==> src/hdl/ejm_pkg.sv <==
// ----------------------------------------------------------------------------
// ejm_pkg
// Shared types, command codes and indices for the energy and derivatives block.
// ----------------------------------------------------------------------------
package ejm_pkg;

  typedef enum logic [3:0] {
    OP_NONE,
    OP_LOAD,
    OP_MUL,
    OP_SQRT_INIT,
    OP_SQRT_STEP,
    OP_DIV_LOAD,
    OP_DIV_STEP,
    OP_DIV_STORE,
    OP_FINISH
  } op_t;

  typedef struct packed {
    op_t        op;
    logic [3:0] idx;
  } cmd_t;

  typedef struct packed {
    logic e_zero;
    logic out_busy;
  } sts_t;

  typedef struct packed {
    logic [30:0] rest_mass;
    logic [30:0] tolerance_sq;
    logic [30:0] var_px;
    logic [30:0] var_py;
    logic [30:0] var_pz;
  } cfg_t;

  // Register indices on the configuration port.
  localparam logic [2:0] RI_MASS = 3'd0;
  localparam logic [2:0] RI_TOL  = 3'd1;
  localparam logic [2:0] RI_VX   = 3'd2;
  localparam logic [2:0] RI_VY   = 3'd3;
  localparam logic [2:0] RI_VZ   = 3'd4;

  // Products formed on the shared multiplier.
  localparam logic [3:0] MI_X2  = 4'd0;
  localparam logic [3:0] MI_Y2  = 4'd1;
  localparam logic [3:0] MI_Z2  = 4'd2;
  localparam logic [3:0] MI_M2  = 4'd3;
  localparam logic [3:0] MI_XY  = 4'd4;
  localparam logic [3:0] MI_XZ  = 4'd5;
  localparam logic [3:0] MI_YZ  = 4'd6;
  localparam logic [3:0] MI_DX2 = 4'd7;
  localparam logic [3:0] MI_DY2 = 4'd8;
  localparam logic [3:0] MI_DZ2 = 4'd9;
  localparam logic [3:0] MI_TX  = 4'd10;
  localparam logic [3:0] MI_TY  = 4'd11;
  localparam logic [3:0] MI_TZ  = 4'd12;
  localparam logic [3:0] MI_EE  = 4'd13;
  localparam logic [3:0] MI_CLO = 4'd14;
  localparam logic [3:0] MI_CHI = 4'd15;
  localparam int         PROD_N = 13;

  // Quotients formed on the shared divider.
  localparam logic [3:0] DI_GX  = 4'd0;
  localparam logic [3:0] DI_GY  = 4'd1;
  localparam logic [3:0] DI_GZ  = 4'd2;
  localparam logic [3:0] DI_HXX = 4'd3;
  localparam logic [3:0] DI_HXY = 4'd4;
  localparam logic [3:0] DI_HXZ = 4'd5;
  localparam logic [3:0] DI_HYY = 4'd6;
  localparam logic [3:0] DI_HYZ = 4'd7;
  localparam logic [3:0] DI_HZZ = 4'd8;
  localparam int         RES_N  = 9;

  localparam logic [5:0] GRAD_STEPS = 6'd61;
  localparam logic [5:0] HESS_STEPS = 6'd31;
  localparam logic [5:0] SQRT_STEPS = 6'd31;

  localparam logic [1:0] ST_OK   = 2'd0;
  localparam logic [1:0] ST_ZERO = 2'd1;
  localparam logic [1:0] ST_SAT  = 2'd2;

  function automatic logic [32:0] abs33(input logic [32:0] v);
    abs33 = v[32] ? (33'd0 - v) : v;
  endfunction

endpackage

==> src/hdl/ejm_ctrl.sv <==
// ----------------------------------------------------------------------------
// ejm_ctrl
// Sequencer that steps the datapath through products, root and divisions.
// ----------------------------------------------------------------------------
module ejm_ctrl
  import ejm_pkg::*;
(
  input  logic clk,
  input  logic rst_n,
  input  logic in_valid,
  output logic in_ready,
  input  sts_t sts,
  output cmd_t cmd
);

  typedef enum logic [8:0] {
    S_IDLE   = 9'b000000001,
    S_MUL    = 9'b000000010,
    S_SQI    = 9'b000000100,
    S_SQRT   = 9'b000001000,
    S_CUBE   = 9'b000010000,
    S_DLOAD  = 9'b000100000,
    S_DSTEP  = 9'b001000000,
    S_DSTORE = 9'b010000000,
    S_DONE   = 9'b100000000
  } state_t;

  state_t     state_r, state_nxt;
  logic [5:0] cnt_r, cnt_nxt;
  logic [3:0] idx_r, idx_nxt;

  always_comb begin
    state_nxt = state_r;
    cnt_nxt   = cnt_r;
    idx_nxt   = idx_r;
    cmd.op    = OP_NONE;
    cmd.idx   = idx_r;
    in_ready  = 1'b0;
    unique case (state_r)
      S_IDLE: begin
        in_ready = 1'b1;
        if (in_valid) begin
          cmd.op    = OP_LOAD;
          idx_nxt   = MI_X2;
          state_nxt = S_MUL;
        end
      end
      S_MUL: begin
        cmd.op  = OP_MUL;
        idx_nxt = idx_r + 4'd1;
        if (idx_r == MI_TZ) begin
          state_nxt = S_SQI;
        end
      end
      S_SQI: begin
        cmd.op    = OP_SQRT_INIT;
        cnt_nxt   = SQRT_STEPS;
        state_nxt = S_SQRT;
      end
      S_SQRT: begin
        cmd.op  = OP_SQRT_STEP;
        cnt_nxt = cnt_r - 6'd1;
        if (cnt_r == 6'd0) begin
          idx_nxt   = MI_EE;
          state_nxt = S_CUBE;
        end
      end
      S_CUBE: begin
        if (idx_r == MI_EE && sts.e_zero) begin
          state_nxt = S_DONE;
        end else begin
          cmd.op = OP_MUL;
          if (idx_r == MI_CHI) begin
            idx_nxt   = DI_GX;
            state_nxt = S_DLOAD;
          end else begin
            idx_nxt = idx_r + 4'd1;
          end
        end
      end
      S_DLOAD: begin
        cmd.op    = OP_DIV_LOAD;
        cnt_nxt   = (idx_r < DI_HXX) ? GRAD_STEPS : HESS_STEPS;
        state_nxt = S_DSTEP;
      end
      S_DSTEP: begin
        cmd.op  = OP_DIV_STEP;
        cnt_nxt = cnt_r - 6'd1;
        if (cnt_r == 6'd0) begin
          state_nxt = S_DSTORE;
        end
      end
      S_DSTORE: begin
        cmd.op = OP_DIV_STORE;
        if (idx_r == DI_HZZ) begin
          state_nxt = S_DONE;
        end else begin
          idx_nxt   = idx_r + 4'd1;
          state_nxt = S_DLOAD;
        end
      end
      S_DONE: begin
        if (!sts.out_busy) begin
          cmd.op    = OP_FINISH;
          state_nxt = S_IDLE;
        end
      end
      default: begin
        state_nxt = S_IDLE;
      end
    endcase
  end

  always_ff @(posedge clk) begin
    if (!rst_n) begin
      state_r <= S_IDLE;
      cnt_r   <= '0;
      idx_r   <= '0;
    end else begin
      state_r <= state_nxt;
      cnt_r   <= cnt_nxt;
      idx_r   <= idx_nxt;
    end
  end

endmodule

==> config.mk <==
export PLATFORM = sky130hd
export DESIGN_NAME = ejm_ctrl
export DESIGN_NICKNAME = d
export VERILOG_FILES = /design/src/hdl/ejm_pkg.sv /design/src/hdl/ejm_ctrl.sv
export SDC_FILE = /design/constraint.sdc
export NUM_CORES = 1
export LEC_CHECK = 0
export BUFFER_PORTS_ARGS = -buffer_cell sky130_fd_sc_hd__buf_2
export CORE_MARGIN = 3
export CORE_UTILIZATION = 58
export DETAILED_ROUTE_END_ITERATION = 8
export GPL_TIMING_DRIVEN = 0
export PLACE_DENSITY_LB_ADDON = 0.25
export SYNTH_ARGS = -nofsm -noshare
export SYNTH_HDL_FRONTEND = slang
export SYNTH_SLANG_ARGS = --single-unit
==> constraint.sdc <==
create_clock -name clk -period 2.55 [get_ports clk]
set_input_delay 0.255 -clock clk [delete_from_list [all_inputs] [get_ports clk]]
set_output_delay 0.255 -clock clk [all_outputs]
set_load 0.02 [all_outputs]
# Word-level counts from Yosys, hierarchy flattened

Cells that the tools add are included.

Output and inout port bits: 9
Input bits: 5
Register bits after elaboration: 19
Word-level logic and storage cells: 56

Muxes and demuxes: 22
Reductions and logical operators: 7
Add/subtract/negate cells: 2
Magnitude comparators: 1
Eq/ne operators: 21

Operators by type and width:

| kind                                                 | count |
|---|---|
| case mux 9 bit (9 select lines)                      | 1 |
| two-way mux 9 bit                                    | 8 |
| case mux 4 bit (9 select lines)                      | 1 |
| two-way mux 4 bit                                    | 6 |
| case mux 4 bit (5 select lines)                      | 1 |
| case mux 6 bit (3 select lines)                      | 1 |
| equality test 4 bit (second input constant)          | 4 |
| inequality test 2 bit (second input constant)        | 7 |
| equality test 9 x 1 -> 1 bit (second input constant) | 1 |
| equality test 9 x 2 -> 1 bit (second input constant) | 1 |
| equality test 9 x 3 -> 1 bit (second input constant) | 1 |
| equality test 9 x 4 -> 1 bit (second input constant) | 1 |
| equality test 9 x 5 -> 1 bit (second input constant) | 1 |
| equality test 9 x 6 -> 1 bit (second input constant) | 1 |
| equality test 9 x 7 -> 1 bit (second input constant) | 1 |
| equality test 9 x 8 -> 1 bit (second input constant) | 1 |
| equality test 9 bit (second input constant)          | 1 |
| logical NOT 6 bit                                    | 1 |
| two-way mux 6 bit                                    | 1 |
| AND reduction 6 bit                                  | 1 |
| subtractor 6 x 1 -> 6 bit (second input constant)    | 1 |
| AND reduction 5 bit                                  | 1 |
| nonzero test 5 bit                                   | 1 |
| adder 4 x 1 -> 4 bit (second input constant)         | 1 |
| 7 further kinds                                      | 8 |

# Longest topological paths before layout

Depth after elaboration: 4
Gate-level depth with buffers: 7
Gate-level depth less buffers: 7

# Worst setup path before layout

OpenSTA, ideal clock, no wires.

Kind: reg2out
Start: reg idx_r[2]
End: out cmd[5] in the netlist's numbering
Data required time: 2.295 ns
Data arrival time: 1.667 ns
Cell stages (with the launch flop): 5
Slack: 0.628 ns
Buffers on the path: 1
Cells stage by stage: dfxtp_1 > clkbuf_1 > nand4_1 > and4_1 > or4_1

RTL lines:

| item                     | RTL line        | RTL |
|---|---|---|
| start: declaration       | ejm_ctrl.sv:30  | `logic [3:0] idx_r, idx_nxt;` |
| start signal: assignment | ejm_ctrl.sv:122 | `idx_r <= idx_nxt;` |
| end: declaration         | ejm_ctrl.sv:13  | `output cmd_t cmd` |

==> tab_implementation.tex <==
\begin{tabular}{lr}
\hline
Metric & Value \\
\hline
\multicolumn{2}{l}{\textbf{Run status}} \\
Outcome & complete, no violations \\
\multicolumn{2}{l}{\textbf{Layout}} \\
Growth of design area from synthesis to finish & 10.9\% \\
Ant. Diodes & 0 \\
Fraction of final layout cells with drive strength greater than 1 & 0.227 \\
Share of the core filled with cells & 0.723 \\
Total number of nets in the final design & 192 \\
\multicolumn{2}{l}{\textbf{Synthesis}} \\
Synthesized area & 1370 um2 \\
Number of nets in the synthesized netlist & 174 \\
Flip-flop and latch count after synthesis & 19 \\
Cell types with the highest counts after synthesis & sky130\_fd\_sc\_hd\_\_dfxtp\_1 (19), sky130\_fd\_sc\_hd\_\_nand2\_1 (12), sky130\_fd\_sc\_hd\_\_nor2\_1 (11) \\
Dominant cell by count in the synthesized netlist & sky130\_fd\_sc\_hd\_\_dfxtp\_1 \\
Post-synthesis cell count & $\sim$160 \\
Most common flop cell mapped by yosys & sky130\_fd\_sc\_hd\_\_dfxtp\_1 \\
Async set-or-reset flop fraction in the synthesized netlist & 0 \\
Dominant cells by area after synthesis & sky130\_fd\_sc\_hd\_\_dfxtp\_1 (28\%), sky130\_fd\_sc\_hd\_\_ha\_1 (4.6\%), sky130\_fd\_sc\_hd\_\_nand3\_1 (3.7\%) \\
Mean instance size in the synthesized netlist & between 8 and 9 um2 \\
Sequential element share of the synthesized area & 0.278 \\
Area share of the largest cell type after synthesis & 0.278 \\
Post-synth EDFFs & 0 \\
Number of distinct library cells after synthesis & 58 \\
Warnings, synthesis & 0 \\
Library cell with the largest summed area after synthesis & sky130\_fd\_sc\_hd\_\_dfxtp\_1 \\
\multicolumn{2}{l}{\textbf{Power}} \\
Internal power consumption & 571 uW \\
Reg power frac & 0.333 \\
Share of power burned in combinational logic & 0.509 \\
LEAKAGE & 0.000623 uW \\
Power Total & 980 uW \\
Net switching share of the total power & 0.417 \\
Switching component of the power & 409 uW \\
Clock group share of total power & 0.159 \\
Power per unit of standard cell area & 645 nW/um2 \\
Maximum VDD drop & between 0.5 and 0.6 mV \\
\multicolumn{2}{l}{\textbf{STA}} \\
Setup-failing EPs final & 0 \\
Measured slew at the worst slew-check pin & 0.635 ns \\
Final critical-path share of the clock period & 0.944 \\
Slew HR & 0.570 \\
Worst slack on hold paths & approximately 0.30 ns \\
Unrepaired setup endpoints after global routing & false \\
Post-layout min period & 2.41 ns \\
Final Hold Vio Count & 0 \\
Maximum frequency from static timing analysis & 415 MHz \\
Skew final & 0.00548 ns \\
Total negative slack for setup checks & 0 ns \\
Number of pins with negative max-slew slack in the final report & 0 \\
\multicolumn{2}{l}{\textbf{CTS}} \\
Number of clock sinks seen by CTS & 19 \\
Inserted Clock Buffers & 3 \\
Register clock-pin slew on the reported worst setup and hold paths & 0.11 ns \\
Maximum level of the CTS H-tree & 1 \\
Clock Path Buffers & 2 \\
Clock Root Buffer & sky130\_fd\_sc\_hd\_\_clkbuf\_4 \\
Worst-Skew Late Latency & 0.30 ns \\
Number of buffers added for setup after CTS & 0 \\
Clock tree from TritonCTS & built \\
Post-cts sizing count & 0 \\
Number of hold buffers added after CTS & 0 \\
\multicolumn{2}{l}{\textbf{Floorplan}} \\
Die boundary height & approximately 55 um \\
Die extent in x & between 50 and 60 um \\
Starting density of the core & 0.652 \\
Top Ports & 14 \\
Die area & 2980 um2 \\
Total core area & 2100 um2 \\
Standard-cell row count & 16 \\
\multicolumn{2}{l}{\textbf{Setup path}} \\
WP data required & 2.30 ns \\
Slowest CP cell & sky130\_fd\_sc\_hd\_\_or4b\_1 \\
Endpoint class of the critical path & primary output \\
Arrival @ worst endpoint & between 2 and 2.5 ns \\
Ordered cell list for the critical path & buf\_2 > or4b\_1 > nor3\_4 > nor2\_2 > nand3\_1 > buf\_2 \\
Startpoint kind of the worst setup timing path & flop \\
Critical path peak fanout & 10 \\
Count of buffering cells on the critical path with inverters included & 2 \\
CP Class & reg2out \\
Crit path max-delay family & simple AND/OR/NAND/NOR gates \\
Crit path top cell by count & sky130\_fd\_sc\_hd\_\_buf\_2 \\
Largest stage delay, worst path & 0.62 ns \\
\multicolumn{2}{l}{\textbf{Global route}} \\
Initial antenna violation count & 0 \\
Aggregate global routing overflow & 0 \\
Global-route wire length before repair & 5650 um \\
Pin count of the biggest net entering global routing & 12 \\
Vias in the first global route & 1233 \\
Aggregate global-route resource usage & 0.258 \\
\multicolumn{2}{l}{\textbf{Drt}} \\
Vias after detailed routing & 1387 \\
Mean routed wirelength per cell & $\sim$17 um \\
Number of search-and-repair iterations in the first detailed-routing pass & 5 \\
Vias per std cell & 6.67 \\
Final WL & 3440 um \\
Number of design-rule violations left by the first detailed-router iteration & 94 \\
\# DRC & 0 \\
Antenna viol nets, final & 0 \\
\multicolumn{2}{l}{\textbf{Job}} \\
Reported max-cap violation count & 0 \\
\multicolumn{2}{l}{\textbf{Placement}} \\
Final HPWL DP & 2590 um \\
Final GP Congestion & 0.932 \\
PortBufs & 13 \\
\multicolumn{2}{l}{\textbf{Min path}} \\
Class of the worst hold path & in2reg \\
\hline
\end{tabular}
stage by stage:
step	setup WS [ns]	area [um2]	cells
4_1_cts	0.0733	1500	208
3_5_place_dp	0.353	1470	204
6_report	0.142	1520	208
5_1_grt	0.0637	1520	208
3_3_place_gp	0.348	1470	204
2_1_floorplan	0.628	1370	164
metal layers:
metal / GRT usage / up-vias / wire length, um
met5: 0 / - / 0
met2: 0.423 / 72 / 1620
met1: 0.355 / 643 / 1470
li1: - / 665 / -
met3: 0.0245 / 7 / 306
met4: 0.0705 / 0 / 48
cells by family (layout without fill, tap and decap cells):
group,after synthesis,count (layout),share of synthesized area
buffers and inverters,16,33,0.0530
AND/OR/NAND/NOR,73,73,0.340
AO/OA/AOI/OAI,44,44,0.238
XOR/XNOR,6,6,0.0384
flip-flops,19,19,0.278
adder cells (fa/ha/maj),5,5,0.0457
multiplexers,1,1,0.00731
layout make-up:
cell class,count,area (um2)
Multi-Input combinational cell,129,940
Fill cell,186,583
Sequential cell,19,380
Timing Repair Buffer,13,65.1
Buffer,9,46.3
Tap cell,27,33.8
Inverter,7,26.3
Clock buffer,3,22.5
Clock inverter,1,5.00
final timing paths:
check / from / endpoint / cells past startpoint / slack [ns]
min reg2reg: cnt_r[0] / cnt_r[0] / 1 / 0.49
max reg2reg: state_r[0] / state_r[0] / 6 / 0.39
max: state_r[0] / cmd[6] / 6 / 0.14
min: rst_n / idx_r[0] / 2 / 0.30
power by group through the flow:
stage	registers [uW]	logic [uW]	clock network (uW)
5_1_grt	327	542	169
4_1_cts	326	479	157
2_1_floorplan	331	366	0
6_report	326	498	155
3_3_place_gp	332	464	0
3_5_place_dp	333	474	0
flip-flops by register name (all words and copies together), names as in the netlist:
register / count
cnt_r: 6
state_r: 9
idx_r: 4
worst register-to-register path, cell delays in order (launching register included):
cell and delay [ns]:
sky130_fd_sc_hd__dfxtp_1 0.31, sky130_fd_sc_hd__buf_2 0.16, sky130_fd_sc_hd__or4b_1 0.62, sky130_fd_sc_hd__nor3_4 0.40, sky130_fd_sc_hd__o21bai_2 0.14, sky130_fd_sc_hd__and3_4 0.21, sky130_fd_sc_hd__a41o_1 0.23
cells in the final DEF, fill, tap and decap left out, types with 3 or more instances in the layout:
| cell | n |
|---|---|
| sky130_fd_sc_hd__and3_1 | 5 |
| sky130_fd_sc_hd__nand4_1 | 4 |
| sky130_fd_sc_hd__nand2_1 | 12 |
| sky130_fd_sc_hd__nor2_1 | 10 |
| sky130_fd_sc_hd__xor2_1 | 5 |
| sky130_fd_sc_hd__nand3_1 | 10 |
| sky130_fd_sc_hd__o31ai_1 | 3 |
| sky130_fd_sc_hd__clkbuf_4 | 3 |
| sky130_fd_sc_hd__o21ai_0 | 7 |
| sky130_fd_sc_hd__inv_1 | 6 |
| sky130_fd_sc_hd__ha_1 | 5 |
| sky130_fd_sc_hd__a21oi_1 | 8 |
| sky130_fd_sc_hd__or4b_1 | 3 |
| sky130_fd_sc_hd__clkbuf_1 | 4 |
| sky130_fd_sc_hd__nor4b_1 | 4 |
| sky130_fd_sc_hd__buf_2 | 17 |
| sky130_fd_sc_hd__dfxtp_1 | 19 |
Note: power is estimated with default switching activity, not from simulation.
